**config.mk**
```make
export PLATFORM = sky130hd
export DESIGN_NAME = versioned_slot_and_pool_allocator_unit
export DESIGN_NICKNAME = d
export VERILOG_FILES = /design/src/hw/rtl/vspa_pkg.sv /design/src/hw/rtl/vspa_scan.sv /design/src/hw/rtl/versioned_slot_and_pool_allocator_unit.sv
export SDC_FILE = /design/constraint.sdc
export NUM_CORES = 2
export LEC_CHECK = 0
export ABC_AREA = 0
export BUFFER_PORTS_ARGS = -buffer_cell sky130_fd_sc_hd__buf_2
export CAP_MARGIN = 20
export CORE_MARGIN = 1
export CORE_UTILIZATION = 60
export DETAILED_ROUTE_END_ITERATION = 8
export PLACE_DENSITY = 0.76
export SYNTH_ARGS = -nofsm -noshare
export SYNTH_HDL_FRONTEND = slang
export SYNTH_HIERARCHICAL = 1
export SYNTH_SLANG_ARGS = --single-unit
```
**constraint.sdc**
```tcl
create_clock -name clk -period 7.15 [get_ports clk]
set_clock_uncertainty 0.05 [all_clocks]
set_input_delay 0.3575 -clock clk [delete_from_list [all_inputs] [get_ports clk]]
set_output_delay 0.3575 -clock clk [all_outputs]
set_load 0.02 [all_outputs]
```
**src/hw/rtl/vspa_pkg.sv**
```systemverilog
package vspa_pkg;

    localparam int ENT_SLOTS = 64;
    localparam int IDX_W = 6;
    localparam int GEN_W = 16;
    localparam int COMP_TYPES = 4;
    localparam int TYPE_W = 2;
    localparam int LIMIT_W = 7;
    localparam int POOL_SLOTS = 64;

    localparam int LINK_W = IDX_W + 1;
    localparam int ROW_W = COMP_TYPES * LINK_W;

    localparam int CHUNK_W = 16;
    localparam int CHUNKS = POOL_SLOTS / CHUNK_W;
    localparam int CHUNK_SEL_W = $clog2(CHUNKS);
    localparam int CHUNK_BIT_W = $clog2(CHUNK_W);

    localparam int IN_DATA_W = 32;
    localparam int OUT_DATA_W = 32;

    localparam logic [1:0] CMD_SPAWN = 2'd0;
    localparam logic [1:0] CMD_DESTROY = 2'd1;
    localparam logic [1:0] CMD_ADD = 2'd2;
    localparam logic [1:0] CMD_LOOKUP = 2'd3;

    localparam logic [2:0] ST_OK = 3'd0;
    localparam logic [2:0] ST_FULL = 3'd1;
    localparam logic [2:0] ST_STALE = 3'd2;
    localparam logic [2:0] ST_PRESENT = 3'd3;
    localparam logic [2:0] ST_ABSENT = 3'd4;

    typedef struct packed {
        logic                     start;
        logic [POOL_SLOTS-1:0]    free_map;
    } scan_req_t;

    typedef struct packed {
        logic                     done;
        logic                     found;
        logic [IDX_W-1:0]         index;
    } scan_rsp_t;

endpackage

```
**src/hw/rtl/vspa_scan.sv**
```systemverilog
module vspa_scan
(
    input  logic                  clk,
    input  logic                  rst_n,
    input  vspa_pkg::scan_req_t   req,
    output vspa_pkg::scan_rsp_t   rsp
);

    logic [vspa_pkg::POOL_SLOTS-1:0]  free_reg;
    logic [vspa_pkg::CHUNK_SEL_W-1:0] chunk_reg;
    logic                             busy_reg;
    logic [vspa_pkg::CHUNK_W-1:0]     chunk_bits;
    logic [vspa_pkg::CHUNK_BIT_W-1:0] low_bit;
    logic                             any_bit;
    logic                             last_chunk;

    assign chunk_bits = free_reg[chunk_reg * vspa_pkg::CHUNK_W +: vspa_pkg::CHUNK_W];
    assign any_bit = |chunk_bits;
    assign last_chunk = (chunk_reg == vspa_pkg::CHUNK_SEL_W'(vspa_pkg::CHUNKS - 1));

    always_comb
    begin
        low_bit = '0;
        for (int i = vspa_pkg::CHUNK_W - 1; i >= 0; i--)
        begin
            if (chunk_bits[i])
            begin
                low_bit = vspa_pkg::CHUNK_BIT_W'(i);
            end
        end
    end

    always_comb
    begin
        rsp.done = busy_reg && (any_bit || last_chunk);
        rsp.found = any_bit;
        rsp.index = {chunk_reg, low_bit};
    end

    always_ff @(posedge clk or negedge rst_n)
    begin
        if (!rst_n)
        begin
            busy_reg <= 1'b0;
            chunk_reg <= '0;
        end
        else if (req.start)
        begin
            busy_reg <= 1'b1;
            chunk_reg <= '0;
        end
        else if (busy_reg)
        begin
            if (any_bit || last_chunk)
            begin
                busy_reg <= 1'b0;
            end
            else
            begin
                chunk_reg <= chunk_reg + 1'b1;
            end
        end
    end

    always_ff @(posedge clk)
    begin
        if (req.start)
        begin
            free_reg <= req.free_map;
        end
    end

endmodule

```
**src/hw/rtl/versioned_slot_and_pool_allocator_unit.sv**
```systemverilog
// Generational handle allocator. One command is taken at a time; s_tready is high only
// while the sequencer is idle. Destroy and look up pass from acceptance to the result
// register through table read, execute and output. Spawn, and add component on a live
// handle whose type is not yet present, also pass through the shared free-slot scanner,
// which examines sixteen bitmap bits per cycle. The sequencer is idle again once the
// result is registered, so the next command can be accepted in the following cycle at
// the earliest. A new command is accepted while the previous result still waits on the
// master side.
module versioned_slot_and_pool_allocator_unit
(
    input  logic        clk,
    input  logic        rst_n,
    input  logic        s_tvalid,
    output logic        s_tready,
    // command[1:0], ent_index[7:2], ent_version[23:8], comp_type[25:24], zero pad.
    input  logic [31:0] s_tdata,
    output logic        m_tvalid,
    input  logic        m_tready,
    // status[2:0], out_index[8:3], out_version[24:9], comp_slot[30:25], zero pad.
    output logic [31:0] m_tdata,
    input  logic        cfg_valid,
    output logic        cfg_ready,
    input  logic [1:0]  cfg_index,
    input  logic [6:0]  cfg_data
);

    localparam int IDX_W = vspa_pkg::IDX_W;
    localparam int GEN_W = vspa_pkg::GEN_W;
    localparam int LINK_W = vspa_pkg::LINK_W;
    localparam int ROW_W = vspa_pkg::ROW_W;
    localparam int TYPES = vspa_pkg::COMP_TYPES;
    localparam int SLOTS = vspa_pkg::ENT_SLOTS;
    localparam int POOL = vspa_pkg::POOL_SLOTS;

    typedef enum logic [2:0] {
        S_IDLE,
        S_SCAN_ENT,
        S_RD,
        S_EXEC,
        S_SCAN_POOL,
        S_DONE
    } state_t;

    state_t state_reg;

    logic [1:0]                  cmd_reg;
    logic [IDX_W-1:0]            idx_reg;
    logic [GEN_W-1:0]            ver_reg;
    logic [vspa_pkg::TYPE_W-1:0] type_reg;

    logic [2:0]                  res_status_reg;
    logic [IDX_W-1:0]            res_index_reg;
    logic [GEN_W-1:0]            res_version_reg;
    logic [IDX_W-1:0]            res_slot_reg;

    logic                        m_tvalid_reg;
    logic [31:0]                 m_tdata_reg;

    logic [SLOTS-1:0]            live_reg;
    logic [SLOTS-1:0]            gen_valid_reg;
    logic [POOL-1:0]             pool_busy_reg [TYPES];
    logic [vspa_pkg::LIMIT_W-1:0] limit_reg [TYPES];

    logic [GEN_W-1:0]            gen_mem [SLOTS];
    logic [ROW_W-1:0]            link_mem [SLOTS];
    logic [GEN_W-1:0]            gen_q_reg;
    logic [ROW_W-1:0]            link_q_reg;

    logic                        gen_we;
    logic [GEN_W-1:0]            gen_wdata;
    logic                        link_we;
    logic [ROW_W-1:0]            link_wdata;

    logic [GEN_W-1:0]            gen_cur;
    logic [GEN_W-1:0]            gen_inc;
    logic                        handle_live;
    logic [LINK_W-1:0]           link_sel;
    logic [POOL-1:0]             limit_mask;
    logic [vspa_pkg::LIMIT_W-1:0] limit_sel;

    vspa_pkg::scan_req_t         scan_req;
    vspa_pkg::scan_rsp_t         scan_rsp;

    vspa_scan u_scan
    (
        .clk   (clk),
        .rst_n (rst_n),
        .req   (scan_req),
        .rsp   (scan_rsp)
    );

    assign s_tready = (state_reg == S_IDLE);
    assign cfg_ready = 1'b1;
    assign m_tvalid = m_tvalid_reg;
    assign m_tdata = m_tdata_reg;

    assign gen_cur = gen_valid_reg[idx_reg] ? gen_q_reg : '0;
    assign gen_inc = gen_cur + 1'b1;
    assign handle_live = live_reg[idx_reg] && (gen_cur == ver_reg);
    assign link_sel = link_q_reg[type_reg * LINK_W +: LINK_W];
    assign limit_sel = limit_reg[type_reg];

    always_comb
    begin
        for (int i = 0; i < POOL; i++)
        begin
            limit_mask[i] = (vspa_pkg::LIMIT_W'(i) < limit_sel);
        end
    end

    always_comb
    begin
        scan_req.start = 1'b0;
        scan_req.free_map = ~live_reg;
        if (state_reg == S_IDLE && s_tvalid && s_tdata[1:0] == vspa_pkg::CMD_SPAWN)
        begin
            scan_req.start = 1'b1;
        end
        else if (state_reg == S_EXEC && cmd_reg == vspa_pkg::CMD_ADD && handle_live
                 && !link_sel[LINK_W-1])
        begin
            scan_req.start = 1'b1;
            scan_req.free_map = ~pool_busy_reg[type_reg] & limit_mask;
        end
    end

    always_comb
    begin
        gen_we = 1'b0;
        gen_wdata = gen_inc;
        link_we = 1'b0;
        link_wdata = '0;
        if (state_reg == S_EXEC)
        begin
            if (cmd_reg == vspa_pkg::CMD_SPAWN)
            begin
                gen_we = 1'b1;
                link_we = 1'b1;
            end
            else if (cmd_reg == vspa_pkg::CMD_DESTROY && handle_live)
            begin
                link_we = 1'b1;
            end
        end
        else if (state_reg == S_SCAN_POOL && scan_rsp.done && scan_rsp.found)
        begin
            link_we = 1'b1;
            link_wdata = link_q_reg;
            link_wdata[type_reg * LINK_W +: LINK_W] = {1'b1, scan_rsp.index};
        end
    end

    always_ff @(posedge clk)
    begin
        if (gen_we)
        begin
            gen_mem[idx_reg] <= gen_wdata;
        end
        if (link_we)
        begin
            link_mem[idx_reg] <= link_wdata;
        end
        gen_q_reg <= gen_mem[idx_reg];
        link_q_reg <= link_mem[idx_reg];
    end

    always_ff @(posedge clk or negedge rst_n)
    begin
        if (!rst_n)
        begin
            state_reg <= S_IDLE;
            m_tvalid_reg <= 1'b0;
            live_reg <= '0;
            gen_valid_reg <= '0;
            for (int t = 0; t < TYPES; t++)
            begin
                pool_busy_reg[t] <= '0;
                limit_reg[t] <= vspa_pkg::LIMIT_W'(POOL);
            end
        end
        else
        begin
            if (cfg_valid)
            begin
                limit_reg[cfg_index] <= cfg_data;
            end
            if (m_tvalid_reg && m_tready && state_reg != S_DONE)
            begin
                m_tvalid_reg <= 1'b0;
            end
            case (state_reg)
                S_IDLE:
                begin
                    if (s_tvalid)
                    begin
                        cmd_reg <= s_tdata[1:0];
                        idx_reg <= s_tdata[7:2];
                        ver_reg <= s_tdata[23:8];
                        type_reg <= s_tdata[25:24];
                        res_index_reg <= s_tdata[7:2];
                        res_version_reg <= s_tdata[23:8];
                        res_slot_reg <= '0;
                        res_status_reg <= vspa_pkg::ST_OK;
                        if (s_tdata[1:0] == vspa_pkg::CMD_SPAWN)
                        begin
                            state_reg <= S_SCAN_ENT;
                        end
                        else
                        begin
                            state_reg <= S_RD;
                        end
                    end
                end
                S_SCAN_ENT:
                begin
                    if (scan_rsp.done)
                    begin
                        if (scan_rsp.found)
                        begin
                            idx_reg <= scan_rsp.index;
                            state_reg <= S_RD;
                        end
                        else
                        begin
                            res_status_reg <= vspa_pkg::ST_FULL;
                            res_index_reg <= '0;
                            res_version_reg <= '0;
                            state_reg <= S_DONE;
                        end
                    end
                end
                S_RD:
                begin
                    state_reg <= S_EXEC;
                end
                S_EXEC:
                begin
                    state_reg <= S_DONE;
                    if (cmd_reg == vspa_pkg::CMD_SPAWN)
                    begin
                        live_reg[idx_reg] <= 1'b1;
                        gen_valid_reg[idx_reg] <= 1'b1;
                        res_index_reg <= idx_reg;
                        res_version_reg <= gen_inc;
                    end
                    else if (!handle_live)
                    begin
                        res_status_reg <= vspa_pkg::ST_STALE;
                    end
                    else if (cmd_reg == vspa_pkg::CMD_DESTROY)
                    begin
                        live_reg[idx_reg] <= 1'b0;
                        for (int t = 0; t < TYPES; t++)
                        begin
                            if (link_q_reg[t * LINK_W + LINK_W - 1])
                            begin
                                pool_busy_reg[t][link_q_reg[t * LINK_W +: IDX_W]] <= 1'b0;
                            end
                        end
                    end
                    else if (cmd_reg == vspa_pkg::CMD_ADD)
                    begin
                        if (link_sel[LINK_W-1])
                        begin
                            res_status_reg <= vspa_pkg::ST_PRESENT;
                            res_slot_reg <= link_sel[IDX_W-1:0];
                        end
                        else
                        begin
                            state_reg <= S_SCAN_POOL;
                        end
                    end
                    else
                    begin
                        if (link_sel[LINK_W-1])
                        begin
                            res_slot_reg <= link_sel[IDX_W-1:0];
                        end
                        else
                        begin
                            res_status_reg <= vspa_pkg::ST_ABSENT;
                        end
                    end
                end
                S_SCAN_POOL:
                begin
                    if (scan_rsp.done)
                    begin
                        state_reg <= S_DONE;
                        if (scan_rsp.found)
                        begin
                            pool_busy_reg[type_reg][scan_rsp.index] <= 1'b1;
                            res_slot_reg <= scan_rsp.index;
                        end
                        else
                        begin
                            res_status_reg <= vspa_pkg::ST_FULL;
                        end
                    end
                end
                S_DONE:
                begin
                    if (!m_tvalid_reg || m_tready)
                    begin
                        m_tvalid_reg <= 1'b1;
                        m_tdata_reg <= {1'b0, res_slot_reg, res_version_reg,
                                        res_index_reg, res_status_reg};
                        state_reg <= S_IDLE;
                    end
                end
                default:
                begin
                    state_reg <= S_IDLE;
                end
            endcase
        end
    end

endmodule
```
==> run summary <==
Share of cells above drive strength 1: 15.3%
Total grt overflow: 0
Synth Area in Adders: 0.0855%
Power Density: 325 nW/um^2
Max reg flops: 1792
Seq/Total Area, Yosys: 76.3%
Critical Path Sink Type: register
R2R setup slack: 1.05 ns
Hold Buf Count CTS: 41
Kind of critical path: reg -> reg
1st-iter DRT viols: 15400
CP startpoint: idx_reg[2]$_DFFE_PP_
Crit-path leading delay family: simple AND/OR/NAND/NOR gates
Layout Cells excl Fill: 11500
Asr flop ratio synth: 12.2%
Final Cycle Share: 85.4%
Simple-gate share of the synthesized area: 5.23%
Reg-to-reg endpoint: link_mem[19][2]$_DFFE_PP_
Ys Warns: 6
Clock buffer count from CTS: 345
Setup Buffers After CTS: 0
WL/cell: 35.5 um
Placer congestion estimate: 1.01
Post-DRT Antenna Nets: 0
Vias per inst: 7.38
Outcome: finished clean
Worst r2r src: idx_reg[2]$_DFFE_PP_
Arrival time at the worst endpoint: 6.65 ns
Seq pwr share: 48.3%
P_int: 34.6 mW
Drt drc: 0
RSZ-0062 raised after global routing: no
Mux cell area share after synthesis: 2.86%
Die height: 470 um
Resize count post-CTS: 0
Post-synth top flop: edfxtp_1
Yosys cell types: 81
Fmax: 0.164 GHz
First-pass GRT wire length: 579 mm
Worst-path clk slew: 0.06 ns
CTS root buffer: clkbuf_16
CTS sink cnt: 3431
CP endpoint: link_mem[19][2]$_DFFE_PP_
Slowest stage delay, CP: 0.78 ns
Crit path buf inv count: 4
Synth Area in XOR/XNOR: 0.126%
Final min period: 6.10 ns
Comb power frac: 15.3%
Slew Limit Fails: 0
Inst Count DP: 10800
Overall die area: 221000 um^2
Htree depth: 5
Clock power share: 36.4%
Critical Path Start Type: register
Nets: 8443
CP max FO: 20
I/O pins: 81
Initial Utilization: 60.5%
Setup_tns: 0 ns
Largest family of logic cells by synthesized area: compound AO/OA/AOI/OAI gates
Core outline area: 218000 um^2
Worst path cell trace: buf_4 > and2_1 > a22oi_1 > nand3_1 > nand4_1 > nor2_4 > o21ai_0 > a22o_1 > nor4_1 > buf_4 > a31oi_4 > buf_16 > nor3_2 > buf_4
Switch share: 28.3%
Hold Path Class: in -> async
Compound-Gate Fraction of Synth Area: 13.5%
Post-synth design cell area: 132000 um^2
R2R cell count: 14
Psw: 13.7 mW
Critical Path Stages: 14
Slowest cell on the critical path: nor2_4
Max transition margin: 15.8%
First-pass DRT Iterations: 9
Post-Syn Instances: 8184
Total power draw: 48.3 mW
Largest net degree at the start of global routing: 100
Yosys reg bits: 3431
FP Rows: 171
Number of synthesized flops with an enable pin: 2968
Worst endpoint required time: 7.70 ns
Syn Nets: 8239
CTS Buffer Depth: 4
Die width: 470 um
CTS tree: built
Vias in the first global route: 80800
Via Count: 84900
Endpoints failing setup: 0
Worst path most repeated cell: buf_4
Drt total wl: 408 mm
Gr usage total: 36.4%
Worst Max-Slew Pin Slew: 1.26 ns
Initial antenna violation count: 17
Lkg Pwr: 52.5 nW
Max cap viols: 0
Avg Cell Area, Syn: 16.1 um^2
Clock latency at the later pin of the worst-skew pair: 0.98 ns
Hold Fails Final Rpt: 0
Number of I/O port buffers: 72
Peak supply drop: 258 uV
Area growth syn-to-layout: 12.9%
HPWL Detailed: 235 mm
## per-layer routing
layer  up-vias  part of all wire (%)  GRT usage (%)
met5         -                 0.019              0
met4        12                   6.4           19.8
met3      1311                    16           11.4
met2      7803                    44           52.7
met1     42100                    34           49.6
li1      33700                     -              -
## synthesized netlist by cell type, drive strengths merged (25+ instances only)
library cell / count / area (um^2)
nor2: 405 / 1520
dfxtp: 44 / 881
clkbuf: 465 / 1750
nor2b: 32 / 200
a22oi: 925 / 6940
o2bb2ai: 33 / 289
inv: 64 / 240
o21ai: 163 / 816
nand2: 284 / 1070
o32a: 25 / 250
edfxtp: 2968 / 89100
mux4: 103 / 2320
a31oi: 240 / 1500
buf: 112 / 517
a21oi: 276 / 1380
nor4: 35 / 279
nand3: 142 / 711
o41ai: 35 / 307
nand2b: 36 / 225
dfrtp: 415 / 10400
a22o: 286 / 2500
nand4: 172 / 1090
mux2: 36 / 405
o22ai: 33 / 206
a21o: 111 / 833
nor3: 124 / 621
or2: 76 / 475
a221oi: 251 / 2200
mux2i: 103 / 1030
## how the worst min path moves through the flow
stage | from | endpoint | slack [ns]
after global placement | res_version_reg[5]$_DFFE_PP_ | m_tdata[14]$_DFFE_PP_ | 0.35
final | rst_n | pool_busy_reg[242]$_DFFE_PN0P_ | 0.02
after detailed placement | res_index_reg[5]$_DFFE_PP_ | m_tdata[8]$_DFFE_PP_ | 0.36
after CTS | rst_n | pool_busy_reg[123]$_DFFE_PN0P_ | 0.0009
after global routing | rst_n | pool_busy_reg[242]$_DFFE_PN0P_ | 0.06
after floorplan | rst_n | async pin | 0.01
## layout make-up
cell class,instances,area [um^2]
Clock buffer,427,9240
Fill cell,13400,68900
Antenna cell,5,12.5
Inverter,66,248
Multi-Input combinational cell,4110,29900
Timing Repair Buffer,434,3580
Clock inverter,178,1600
Sequential cell,3431,100000
Tap cell,2854,3570
## cell usage in the layout, fill, tap and decap left out, drive strengths merged, types with 15 or more instances in the layout
cell type	Yosys	final
o32a	25	25
nor2	405	405
o2bb2ai	33	33
clkinv	2	136
and3	15	15
o22ai	33	33
nor4	35	35
buf	112	388
o41ai	35	35
nand2b	36	36
a21o	111	111
a22oi	925	925
dfxtp	44	44
nor2b	32	32
edfxtp	2968	2968
mux2i	103	103
a31oi	240	240
a22o	286	286
a21oi	276	276
nor3	124	124
nor3b	15	15
inv	64	72
bufinv	0	26
nand3	142	142
or3	15	15
o21ai	163	163
nand3b	16	16
a221oi	251	251
dlygate4sd3	0	42
or2	76	76
clkbuf	465	431
mux2	36	36
nand4	172	172
dfrtp	415	415
mux4	103	103
nand2	284	284
## per-stage QoR
| stage | hold WS, ns | setup WS, ns | area, um^2 | util, % |
|---|---|---|---|---|
| 2_1_floorplan | 0.0119 | 1.50 | 132000 | - |
| 3_3_place_gp | 0.354 | 1.18 | 137000 | 63.1 |
| 3_5_place_dp | 0.355 | 1.21 | 137000 | 63.1 |
| 4_1_cts | 0.000923 | 1.04 | 148000 | 68.2 |
| 5_1_grt | 0.0607 | 0.865 | 149000 | 68.3 |
| 6_report | 0.0152 | 1.05 | 149000 | 68.3 |
## power by group through the flow
stage          combinational (mW)  clock (mW)  sequential [mW]
6_report                     7.40        17.6             23.3
5_1_grt                      7.55        18.3             23.3
4_1_cts                      7.01        17.5             23.3
3_5_place_dp                 6.95           0             23.7
3_3_place_gp                 6.78           0             23.7
2_1_floorplan                3.95           0             23.3
## cell families after synthesis
family	count (synthesis)
muxes	242
xor gates and xnor gates	19
buffers and inverters	643
and+or+nand+nor	1401
DFF	3431
adders and majority gates	9
AOI/OAI and AO/OA	2437
other	2
Power figures use the tool's default switching activity.
